[config.mk]
export PLATFORM = sky130hd
export DESIGN_NAME = uart_rx_tx_ring_buffers
export DESIGN_NICKNAME = d
export VERILOG_FILES = /design/src/rtl/urtb_pkg.sv /design/src/rtl/uart_rx_tx_ring_buffers.sv /design/src/rtl/urtb_ram.sv /design/src/rtl/urtb_ctrl.sv /design/src/rtl/urtb_dp.sv
export SDC_FILE = /design/constraint.sdc
export NUM_CORES = 1
export LEC_CHECK = 0
export BUFFER_PORTS_ARGS = -buffer_cell sky130_fd_sc_hd__buf_4
export CORE_ASPECT_RATIO = 1.25
export CORE_MARGIN = 2
export CORE_UTILIZATION = 56
export DETAILED_ROUTE_END_ITERATION = 10
export GPL_TIMING_DRIVEN = 0
export PLACE_DENSITY = 0.84
export SYNTH_ARGS = -nofsm -noshare
export SYNTH_HDL_FRONTEND = slang
export SYNTH_HIERARCHICAL = 1
export SYNTH_SLANG_ARGS = --single-unit
export TNS_END_PERCENT = 20
[constraint.sdc]
create_clock -name clk -period 5.2 [get_ports clk]
set_clock_uncertainty 0.15 [all_clocks]
set_input_delay 0.26 -clock clk [delete_from_list [all_inputs] [get_ports clk]]
set_output_delay 0.26 -clock clk [all_outputs]
set_load 0.005 [all_outputs]
[src/rtl/urtb_pkg.sv]
// shared types and constants for the uart receive/transmit ring buffers
package urtb_pkg;

  localparam int RX_DEPTH_DEF = 32;
  localparam int TX_DEPTH_DEF = 32;
  localparam int BYTE_W       = 8;
  localparam int CMD_W        = 2;
  localparam int FLAG_W       = 5;

  typedef enum logic [CMD_W-1:0] {
    CMD_RX_BYTE  = 2'd0,
    CMD_TX_READY = 2'd1,
    CMD_GET      = 2'd2,
    CMD_PUT      = 2'd3
  } cmd_t;

  typedef enum logic {
    ST_IDLE = 1'b0,
    ST_RESP = 1'b1
  } state_t;

  // controller to datapath
  typedef struct packed {
    logic step;
  } ctrl_cmd_t;

  // result flags, highest bit first in the packed order below (out_valid is bit 0)
  typedef struct packed {
    logic tx_irq_enabled;
    logic put_rejected;
    logic overflow_error;
    logic no_data;
    logic out_valid;
  } flags_t;

endpackage

[src/rtl/uart_rx_tx_ring_buffers.sv]
// top level of the uart receive and transmit ring buffers
//
// input stream: one event per transfer. s_tuser carries the event kind
// (line byte received, transmitter ready, software get, software put),
// s_tdata the byte for receive and put.
// output stream: one result per event. m_tdata is the byte read by get or
// the byte to send on transmitter ready (zero when none); m_tuser holds the
// status flags.
// each buffer keeps DEPTH-1 bytes at most; head and tail pointers advance
// before each access. stores sit in two small rams with registered reads.
// the result is offered in the cycle after the input transfer, once the ram
// read has landed. the accept/respond controller takes no new event until
// the pending result has been transferred.
// a stalled output (m_tready low) holds the result and keeps s_tready low.
// reset empties both buffers and clears the overflow flag and the transmit
// interrupt enable; store contents are not cleared.
module uart_rx_tx_ring_buffers #(
  parameter int RX_DEPTH = urtb_pkg::RX_DEPTH_DEF,
  parameter int TX_DEPTH = urtb_pkg::TX_DEPTH_DEF
) (
  input  logic       clk,
  input  logic       rst,
  input  logic       s_tvalid,
  output logic       s_tready,
  input  logic [7:0] s_tdata,   // [7:0] data_byte
  input  logic [1:0] s_tuser,   // [1:0] cmd
  output logic       m_tvalid,
  input  logic       m_tready,
  output logic [7:0] m_tdata,   // [7:0] out_byte
  output logic [4:0] m_tuser    // [0] out_valid, [1] no_data, [2] overflow_error,
                                // [3] put_rejected, [4] tx_irq_enabled
);

  urtb_pkg::ctrl_cmd_t ctrl_cmd;
  urtb_pkg::flags_t    flags;

  urtb_ctrl u_ctrl (
    .clk      (clk),
    .rst      (rst),
    .s_tvalid (s_tvalid),
    .s_tready (s_tready),
    .m_tvalid (m_tvalid),
    .m_tready (m_tready),
    .cmd      (ctrl_cmd)
  );

  urtb_dp #(
    .RX_DEPTH (RX_DEPTH),
    .TX_DEPTH (TX_DEPTH)
  ) u_dp (
    .clk       (clk),
    .rst       (rst),
    .cmd       (ctrl_cmd),
    .ev        (s_tuser),
    .data_byte (s_tdata),
    .out_byte  (m_tdata),
    .flags     (flags)
  );

  assign m_tuser = flags;

endmodule

[src/rtl/urtb_ram.sv]
// generic single write port ram with a registered read port
module urtb_ram #(
  parameter int  WIDTH = 8,
  parameter int  DEPTH = 32,
  localparam int AW    = (DEPTH > 1) ? $clog2(DEPTH) : 1
) (
  input  logic                     clk,
  input  logic                     we,
  input  logic [AW-1:0]            waddr,
  input  logic [WIDTH-1:0]         wdata,
  input  logic                     re,
  input  logic [AW-1:0]            raddr,
  output logic [WIDTH-1:0]         rdata
);

  logic [WIDTH-1:0] mem [DEPTH];

  always_ff @(posedge clk) begin
    if (we) begin
      mem[waddr] <= wdata;
    end
    if (re) begin
      rdata <= mem[raddr];
    end
  end

endmodule

[src/rtl/urtb_ctrl.sv]
// handshake controller: takes one event, then holds its result until taken
module urtb_ctrl (
  input  logic                clk,
  input  logic                rst,
  input  logic                s_tvalid,
  output logic                s_tready,
  output logic                m_tvalid,
  input  logic                m_tready,
  output urtb_pkg::ctrl_cmd_t cmd
);

  urtb_pkg::state_t state, state_next;

  always_ff @(posedge clk) begin
    if (rst) begin
      state <= urtb_pkg::ST_IDLE;
    end else begin
      state <= state_next;
    end
  end

  always_comb begin
    state_next = state;
    unique case (state)
      urtb_pkg::ST_IDLE: begin
        if (s_tvalid) state_next = urtb_pkg::ST_RESP;
      end
      urtb_pkg::ST_RESP: begin
        if (m_tready) state_next = urtb_pkg::ST_IDLE;
      end
      default: state_next = urtb_pkg::ST_IDLE;
    endcase
  end

  always_comb begin
    s_tready = 1'b0;
    m_tvalid = 1'b0;
    cmd.step = 1'b0;
    unique case (state)
      urtb_pkg::ST_IDLE: begin
        s_tready = 1'b1;
        cmd.step = s_tvalid;
      end
      urtb_pkg::ST_RESP: begin
        m_tvalid = 1'b1;
      end
      default: begin
        s_tready = 1'b0;
      end
    endcase
  end

endmodule

[src/rtl/urtb_dp.sv]
// pointers, flags and the two byte stores
module urtb_dp #(
  parameter int RX_DEPTH = urtb_pkg::RX_DEPTH_DEF,
  parameter int TX_DEPTH = urtb_pkg::TX_DEPTH_DEF
) (
  input  logic                          clk,
  input  logic                          rst,
  input  urtb_pkg::ctrl_cmd_t           cmd,
  input  logic [urtb_pkg::CMD_W-1:0]    ev,
  input  logic [urtb_pkg::BYTE_W-1:0]   data_byte,
  output logic [urtb_pkg::BYTE_W-1:0]   out_byte,
  output urtb_pkg::flags_t              flags
);

  localparam int RX_AW = (RX_DEPTH > 1) ? $clog2(RX_DEPTH) : 1;
  localparam int TX_AW = (TX_DEPTH > 1) ? $clog2(TX_DEPTH) : 1;

  logic [RX_AW-1:0] rx_head, rx_tail, rx_head_inc, rx_tail_inc;
  logic [TX_AW-1:0] tx_head, tx_tail, tx_head_inc, tx_tail_inc;
  logic sticky_overflow, tx_irq_on;
  logic res_valid, res_nodata, res_oerr, res_rej, res_from_tx;

  logic rx_full, rx_empty, tx_full, tx_empty;
  logic rx_we, rx_re, tx_we, tx_re;
  logic [urtb_pkg::BYTE_W-1:0] rx_rdata, tx_rdata;
  urtb_pkg::cmd_t ev_code;

  assign ev_code = urtb_pkg::cmd_t'(ev);

  assign rx_head_inc = (rx_head == RX_AW'(RX_DEPTH - 1)) ? '0 : rx_head + RX_AW'(1);
  assign rx_tail_inc = (rx_tail == RX_AW'(RX_DEPTH - 1)) ? '0 : rx_tail + RX_AW'(1);
  assign tx_head_inc = (tx_head == TX_AW'(TX_DEPTH - 1)) ? '0 : tx_head + TX_AW'(1);
  assign tx_tail_inc = (tx_tail == TX_AW'(TX_DEPTH - 1)) ? '0 : tx_tail + TX_AW'(1);

  // one slot stays free, so full is head+1 == tail
  assign rx_full  = (rx_head_inc == rx_tail);
  assign rx_empty = (rx_head == rx_tail);
  assign tx_full  = (tx_head_inc == tx_tail);
  assign tx_empty = (tx_head == tx_tail);

  assign rx_we = cmd.step && (ev_code == urtb_pkg::CMD_RX_BYTE) && !rx_full;
  assign rx_re = cmd.step && (ev_code == urtb_pkg::CMD_GET) && !rx_empty;
  assign tx_we = cmd.step && (ev_code == urtb_pkg::CMD_PUT) && !tx_full;
  assign tx_re = cmd.step && (ev_code == urtb_pkg::CMD_TX_READY) && !tx_empty;

  always_ff @(posedge clk) begin
    if (rst) begin
      rx_head         <= '0;
      rx_tail         <= '0;
      tx_head         <= '0;
      tx_tail         <= '0;
      sticky_overflow <= 1'b0;
      tx_irq_on       <= 1'b0;
    end else if (cmd.step) begin
      case (ev_code)
        urtb_pkg::CMD_RX_BYTE: begin
          if (rx_full) sticky_overflow <= 1'b1;
          else rx_head <= rx_head_inc;
        end
        urtb_pkg::CMD_TX_READY: begin
          if (tx_empty) tx_irq_on <= 1'b0;
          else tx_tail <= tx_tail_inc;
        end
        urtb_pkg::CMD_GET: begin
          if (!rx_empty) begin
            rx_tail         <= rx_tail_inc;
            sticky_overflow <= 1'b0;
          end
        end
        default: begin
          if (!tx_full) begin
            tx_head   <= tx_head_inc;
            tx_irq_on <= 1'b1;
          end
        end
      endcase
    end
  end

  // result flags captured with the event
  always_ff @(posedge clk) begin
    if (cmd.step) begin
      res_valid   <= rx_re || tx_re;
      res_from_tx <= (ev_code == urtb_pkg::CMD_TX_READY);
      res_nodata  <= (ev_code == urtb_pkg::CMD_GET) && rx_empty;
      res_oerr    <= ((ev_code == urtb_pkg::CMD_RX_BYTE) && rx_full) ||
                     ((ev_code == urtb_pkg::CMD_GET) && !rx_empty && sticky_overflow);
      res_rej     <= (ev_code == urtb_pkg::CMD_PUT) && tx_full;
    end
  end

  urtb_ram #(
    .WIDTH (urtb_pkg::BYTE_W),
    .DEPTH (RX_DEPTH)
  ) u_rx_ram (
    .clk   (clk),
    .we    (rx_we),
    .waddr (rx_head_inc),
    .wdata (data_byte),
    .re    (rx_re),
    .raddr (rx_tail_inc),
    .rdata (rx_rdata)
  );

  urtb_ram #(
    .WIDTH (urtb_pkg::BYTE_W),
    .DEPTH (TX_DEPTH)
  ) u_tx_ram (
    .clk   (clk),
    .we    (tx_we),
    .waddr (tx_head_inc),
    .wdata (data_byte),
    .re    (tx_re),
    .raddr (tx_tail_inc),
    .rdata (tx_rdata)
  );

  // read data holds until the next read, which only comes with the next event
  always_comb begin
    if (!res_valid) out_byte = '0;
    else if (res_from_tx) out_byte = tx_rdata;
    else out_byte = rx_rdata;
  end

  assign flags.out_valid      = res_valid;
  assign flags.no_data        = res_nodata;
  assign flags.overflow_error = res_oerr;
  assign flags.put_rejected   = res_rej;
  assign flags.tx_irq_enabled = tx_irq_on;

endmodule
==> results of run 1 <==
==> final cells by class <==
cell class / instances / area [sq um] / share of cell area [%]
sequential: 556 / 16500 / 66.7
multi-input combinational: 428 / 5410 / 21.9
clock buffer: 66 / 1390 / 5.61
tap: 498 / 623 / 2.52
buffer: 55 / 298 / 1.21
timing repair buffer: 33 / 263 / 1.06
clock inverter: 31 / 248 / 1.00
inverter: 4 / 15.0 / 0.0608
==> cells in the final DEF (no fill, tap or decap), types with 3 or more instances in the layout <==
cell type	instances
clkinvlp_4	3
or3_1	3
inv_6	3
nand3_1	12
clkinv_4	3
buf_4	44
xnor2_1	10
mux2_2	20
nor2b_1	14
nand2_1	17
buf_6	3
nand3b_1	12
bufinv_16	3
clkbuf_1	31
a31oi_1	3
dfxtp_1	23
dlygate4sd3_1	6
buf_2	3
xor2_1	12
mux4_2	160
inv_1	4
nor2_1	92
clkinv_2	9
and3_1	4
edfxtp_1	533
or3b_2	7
clkbuf_16	53
buf_1	12
nor3_1	6
clkinv_1	10
ha_1	8
mux2i_1	23
==> per-layer routing <==
| layer | wire [microns] | GRT usage (%) |
|---|---|---|
| met4 | 2050 | 10.0 |
| met3 | 3220 | 3.24 |
| met5 | 0 | 0 |
| met1 | 16700 | 28.5 |
| met2 | 24800 | 41.8 |
==> path summary, 6_finish.rpt <==
kind                                  end  slack [ps]  depth (start not counted)
setup / recovery  u_dp/u_rx_ram/mem[4][3]         910                         11
hold reg to reg           u_dp/rx_head[4]         360                          2
setup reg to reg  u_dp/u_rx_ram/mem[4][3]         910                         11
hold / removal    u_dp/u_tx_ram/mem[5][1]         110                          1
==> power by group through the flow <==
stage | combinational, mW | clock (mW) | sequential [mW]
final | 0.190 | 3.64 | 4.92
after global routing | 0.205 | 3.86 | 4.92
after CTS | 0.193 | 3.69 | 4.92
after detailed placement | 0.187 | 0 | 5.02
after global placement | 0.178 | 0 | 5.01
after floorplan | 0.0794 | 0 | 5.01
==> logic make-up after synthesis <==
logic type | share of synthesized area, %
compound gates | 0.705
mux | 18.4
xor+xnor | 1.02
buf+inv | 1.41
simple gates | 3.83
flops | 74.2
fa+ha+maj | 0.451
==> sequential cells by signal, indices dropped and copies added, names as in the netlist, 5 cells and up <==
name                 count
u_dp/rx_head             5
u_dp/u_tx_ram/mem      256
u_dp/tx_head             5
u_dp/u_tx_ram/rdata      8
u_dp/u_rx_ram/mem      256
u_dp/rx_tail             5
u_dp/tx_tail             5
u_dp/u_rx_ram/rdata      8
==> timing repair <==
action / in CTS / in global routing
hold endpoints to repair: 11 / 0
endpoints found under the setup margin: 0 / 0
hold buffers: 6 / 0
resized for setup: 0 / 0
buffers inserted: 0 / 0
==> results by group, run 1 <==
Clock network
  – Htree depth: 2
  – Clk_lat worst skew: 580 ps
  – Max Buffers Root-to-Sink: 3
  – CTS sink cnt: 556
  – CTS tree: built
  – CTS Buf Count: 52
  – Clock slew at reported path FFs: 60 ps
  – Root Driver: clkbuf_16

Power and ir drop
  – Register share of total power: 56.3%
  – Leakage: 7.73 nW
  – Switch Pwr: 1.73 mW
  – Internal: 7.02 mW
  – Clk network pwr share: 41.6%
  – Combinational Power Share: 2.2%
  – Power consumption: 8.74 mW
  – Max VDD drop: 276 uV
  – Switch share: 19.7%
  – Cell area power density: 354 nW/um^2

Route
  – DRC viols: 0
  – Final ANT Viol Nets: 0
  – Drt wl/cell: 28.0 microns
  – TritonRoute pass-1 iters: 5
  – Via density per instance: 6.45
  – Initial DRC count: 1204
  – Final WL: 46800 microns
  – Via count: 10800

Floorplan
  – Die Ht: 227 microns
  – CORE AREA: 39100 sq um
  – Num ports: 29
  – Rows: 81
  – Die width: 182 microns
  – Initial core utilization: 56.7%
  – Die area: 41200 sq um

Synthesis
  – Most instantiated cells after synthesis: edfxtp_1, mux4_2, nor2_1
  – Mapped Cells: 1043
  – Post-synth ARST share: 0%
  – Top FF cell, synth: edfxtp_1
  – Synthesized flop and latch total: 556
  – Area contributors post-synth: edfxtp_1, mux4_2, dfxtp_1, nor2_1, mux2i_1
  – Post-synth EDFFs: 533
  – Top-count cell post-synth: edfxtp_1
  – Synthesized net count: 1065
  – Yosys cell types: 46
  – Mean Syn Cell Area: 21.3 sq um
  – Synth warn: 6
  – Largest area contributor in the netlist: edfxtp_1
  – Sequential share of the synthesized area: 74.2%
  – Syn Std Cell Area: 22200 sq um
  – Share of the synthesized area in the top cell type: 72.1%

Setup path
  – Crit Path Category: flop to flop
  – Startpoint Class: flop
  – Top Family by Delay on Critical Path: simple AND/OR/NAND/NOR gates
  – Critical path buffer and inverter count: 2
  – Req. time, crit path: 5250 ps
  – CP startpoint: u_dp/rx_head[1]
  – CP Cell Sequence: ha_1, and3_2, ha_1, clkbuf_1, nor2b_1, mux2_2, xnor2_2, a21oi_4, or3b_2, clkbuf_1, nor2_1
  – Crit. End Element: flop
  – Slowest stage cell, crit path: nor2_1
  – Reg2reg start: u_dp/rx_head[1]
  – CP peak stage delay: 700 ps
  – Arrival @ worst endpoint: 4350 ps
  – Crit-path max FO: 11

Layout
  – Fill cells: 2491
  – Final core area utilization: 63.1%
  – Synthesis-to-finish area growth: 11.4%
  – Layout cells sized above 1: 27.8%
  – Non-filler cells, final: 1671
  – Antenna cell count: 0
  – Final Cell Area: 24700 sq um
  – Final nets: 1152

Placement
  – PortBufs: 27
  – RD Place Congestion: 0.833
  – Cell Area, Placed: 23000 sq um
  – Pre-CTS setup slack: 927 ps
  – HPWL after DPL: 28500 microns
  – Placed cells: 1568

STA
  – Setup violations, final: 0
  – Final Hold Viols: 0
  – RSZ-0062 raised after global routing: no
  – Final WS setup: 905 ps
  – Max Fclk: 233 MHz
  – Max Slew Vio Count: 0
  – Period utilization: 82.6%
  – Slew margin rel.: 27.4%
  – Final min period: 4290 ps
  – Slew @ Worst Pin: 1090 ps
  – Post-route setup TNS: 0 ps
  – Hold_ws: 105 ps

Run status
  – Status: completed

Worst hold path
  – Hold crit path type: input port to flop
  – Hold path start: s_tdata[1]

Global routing
  – Vias in the first global route: 11100
  – Antenna violations before repair: 0
  – GRT Util Overall: 23.3%
  – GR Overflow Total: 0
  – Largest net degree at the start of global routing: 65
  – Global-route wire length before repair: 69600 microns

Run
  – # Max-Cap Violations: 0
(Power assumes the default switching activity.)
==> run 2: changes to the inputs <==
--- a/config.mk
+++ b/config.mk
@@ -5,13 +5,14 @@
 export SDC_FILE = /design/constraint.sdc
 export NUM_CORES = 1
 export LEC_CHECK = 0
+export ABC_AREA = 1
 export BUFFER_PORTS_ARGS = -buffer_cell sky130_fd_sc_hd__buf_4
 export CORE_ASPECT_RATIO = 1.25
 export CORE_MARGIN = 2
 export CORE_UTILIZATION = 56
 export DETAILED_ROUTE_END_ITERATION = 10
 export GPL_TIMING_DRIVEN = 0
-export PLACE_DENSITY = 0.84
+export PLACE_DENSITY = 0.87
 export SYNTH_ARGS = -nofsm -noshare
 export SYNTH_HDL_FRONTEND = slang
 export SYNTH_HIERARCHICAL = 1
==> constraint.sdc (replaced) <==
create_clock -name clk -period 3.8 [get_ports clk]
set_clock_uncertainty 0.15 [all_clocks]
set_input_delay 0.19 -clock clk [delete_from_list [all_inputs] [get_ports clk]]
set_output_delay 0.19 -clock clk [all_outputs]
set_load 0.005 [all_outputs]
==> run 2 against run 1 <==
Net effect: the run now ends with negative setup slack left; routed wire length up 29%; final cell count rose by 69%; critical path depth increased by 4.
==> results by group, run 2 <==
Run status
  – Status: finished, violations left
  – Violations in the final reports: negative setup slack

Setup path
  – Critical path buffer and inverter count: 2
  – CP Cell Sequence: ha_1, nand2_1, nor2_1, ha_1, inv_1, nand2_1, nand2_1, nor2_1, nand2_1, nor2_4, nand3_4, nand2_4, inv_4, nand3_1, nor2_1
  – CP peak stage delay: 830 ps
  – Reg2reg path depth: 15
  – Crit. End Element: flop
  – Arrival @ worst endpoint: 3990 ps
  – Worst R2R Setup Slack: -130 ps
  – Crit Path Category: flop to flop
  – Startpoint Class: flop
  – Req. time, crit path: 3860 ps
  – Reg2reg start: u_dp/rx_head[0]
  – Top Family by Delay on Critical Path: simple AND/OR/NAND/NOR gates
  – Crit-path max FO: 8
  – Slowest stage cell, crit path: nor2_1
  – Worst R2R End: u_dp/u_rx_ram/mem[7][4]
  – Most frequent CP cell: nand2_1

Floorplan
  – Die width: 188 microns
  – Num ports: 29
  – Die area: 44000 sq um
  – Rows: 84
  – Initial core utilization: 56.6%
  – Die Ht: 234 microns
  – CORE AREA: 41900 sq um

STA
  – Slew margin rel.: 38.8%
  – Max Fclk: 254 MHz
  – Final WS setup: -131 ps
  – Final min period: 3930 ps
  – Slew @ Worst Pin: 914 ps
  – Setup violations, final: 95
  – Final Hold Viols: 0
  – RSZ-0062 raised after global routing: yes
  – Max Slew Vio Count: 0
  – Period utilization: 103%

Run
  – # Max-Cap Violations: 0

Clock network
  – CTS sink cnt: 556
  – Post-CTS setup buffer count: 0
  – Max Buffers Root-to-Sink: 3
  – CTS tree: built
  – Clock slew at reported path FFs: 70 ps
  – Clk_lat worst skew: 580 ps
  – Htree depth: 2
  – CTS Buf Count: 51
  – Root Driver: clkbuf_16

Route
  – Final ANT Viol Nets: 0
  – Via density per instance: 5.92
  – Drt wl/cell: 21.3 microns
  – Via count: 16700
  – DRC viols: 0
  – Final WL: 60100 microns
  – TritonRoute pass-1 iters: 6
  – Initial DRC count: 2067

Synthesis
  – Post-synth ARST share: 0%
  – Yosys cell types: 34
  – Mean Syn Cell Area: 11.1 sq um
  – Syn Std Cell Area: 23700 sq um
  – Synthesized net count: 2159
  – Post-synth EDFFs: 533
  – Most instantiated cells after synthesis: nand2_1, edfxtp_1, nand3_1
  – Synthesized flop and latch total: 556
  – Top-count cell post-synth: nand2_1
  – Share of the synthesized area in the top cell type: 67.5%
  – Largest area contributor in the netlist: edfxtp_1
  – Sequential share of the synthesized area: 69.4%
  – Synth warn: 6
  – Mapped Cells: 2137
  – Area contributors post-synth: edfxtp_1, nand2_1, nand3_1, buf_6, dfxtp_1
  – Top FF cell, synth: edfxtp_1

Layout
  – Commonest non-fill, non-tap cell in the layout: nand2_1
  – Antenna cell count: 0
  – Synthesis-to-finish area growth: 11.0%
  – Largest registers: u_dp/u_rx_ram/mem: 256 flops, u_dp/u_tx_ram/mem: 256 flops
  – Layout cells sized above 1: 11.4%
  – Fill cells: 2976
  – Final nets: 2245
  – Final core area utilization: 62.8%
  – Commonest non-fill, non-tap cells in the layout: nand2_1, edfxtp_1, nand3_1

Worst hold path
  – Hold EP: u_dp/u_rx_ram/mem[13][0]
  – Hold crit path type: input port to flop
  – Hold path cells: 1
  – Hold path start: s_tdata[0]

Placement
  – HPWL after DPL: 38600 microns
  – Pre-CTS setup slack: 3.40 ps
  – PortBufs: 28
  – RD Place Congestion: 0.914

Global routing
  – GR Overflow Total: 0
  – Antenna violations before repair: 0
  – GRT Util Overall: 27.4%
  – Vias in the first global route: 16600
  – Global-route wire length before repair: 91000 microns
  – Largest net degree at the start of global routing: 65

Power and ir drop
  – Cell area power density: 492 nW/um^2
  – Max VDD drop: 501 uV
  – Leakage: 9.73 nW
[run 2: stage by stage]
step / area [sq um] / power [mW] / hold WS [ps] / setup TNS, ps / std cells
3_5_place_dp: 24600 / 8.11 / 239 / 0 / 2724
6_report: 26300 / 12.9 / 56.3 / -4110 / 2818
2_1_floorplan: 23700 / 7.65 / 102 / 0 / 2137
5_1_grt: 26300 / 13.3 / 68.7 / -56630 / 2818
3_3_place_gp: 24600 / 8.07 / 235 / 0 / 2724
4_1_cts: 26300 / 12.9 / 57.9 / 0 / 2818
[run 2: power breakdown]
part / internal [mW] / total [mW] / switching, mW
Combinational: 0.361 / 1.25 / 0.893
Sequential: 6.76 / 6.79 / 0.0280
Clock: 2.76 / 4.90 / 2.15
Total: 9.88 / 12.9 / 3.07
[run 2: metal layers]
layer / vias up / wire length [microns] / GRT usage, % / part of all wire [%]
met5: - / 0 / 0 / 0
met4: 0 / 3920 / 17.4 / 6.5
met3: 258 / 4970 / 3.73 / 8.3
met2: 1055 / 31000 / 49.7 / 52
met1: 7855 / 20300 / 30.5 / 34
li1: 7511 / - / - / -
[run 2: worst max-delay path by stage]
stage,slack (ps),from,depth (start not counted),to
after floorplan,990,u_dp/rx_head[0],15,u_dp/u_rx_ram/mem[11][0]
after global placement,120,u_dp/rx_head[0],15,u_dp/u_rx_ram/mem[11][6]
after detailed placement,3,u_dp/tx_head[0],15,u_dp/u_tx_ram/mem[2][4]
after CTS,7,u_dp/rx_head[0],15,u_dp/u_rx_ram/mem[12][0]
after global routing,-260,u_dp/rx_head[0],15,u_dp/u_rx_ram/mem[2][6]
final,-130,u_dp/rx_head[0],15,u_dp/u_rx_ram/mem[7][4]
[run 2: timing repair]
item / 4_1_cts / 5_1_grt
resized for setup: 3 / 24
cloned: 0 / 0
endpoints found under the hold margin: 21 / 0
hold buffers: 5 / 0
endpoints found under the setup margin: 24 / 504
[run 2: cell families after synthesis]
family          share of synthesized area (%)
flops                                    69.4
compound gates                          0.907
xor+xnor                                0.258
buf+inv                                  4.79
simple gates                             24.2
fa+ha+maj                               0.422
[run 2: cell type report]
class	instances	area, sq um	area share, %
plain buffers	113	883	3.35
clock buffers	59	1330	5.04
clock inverters	30	253	0.960
inverters	66	254	0.965
multi-input cells	1402	6190	23.5
flip-flops and latches	556	16500	62.5
well taps	559	699	2.66
repair buffers	33	260	0.988
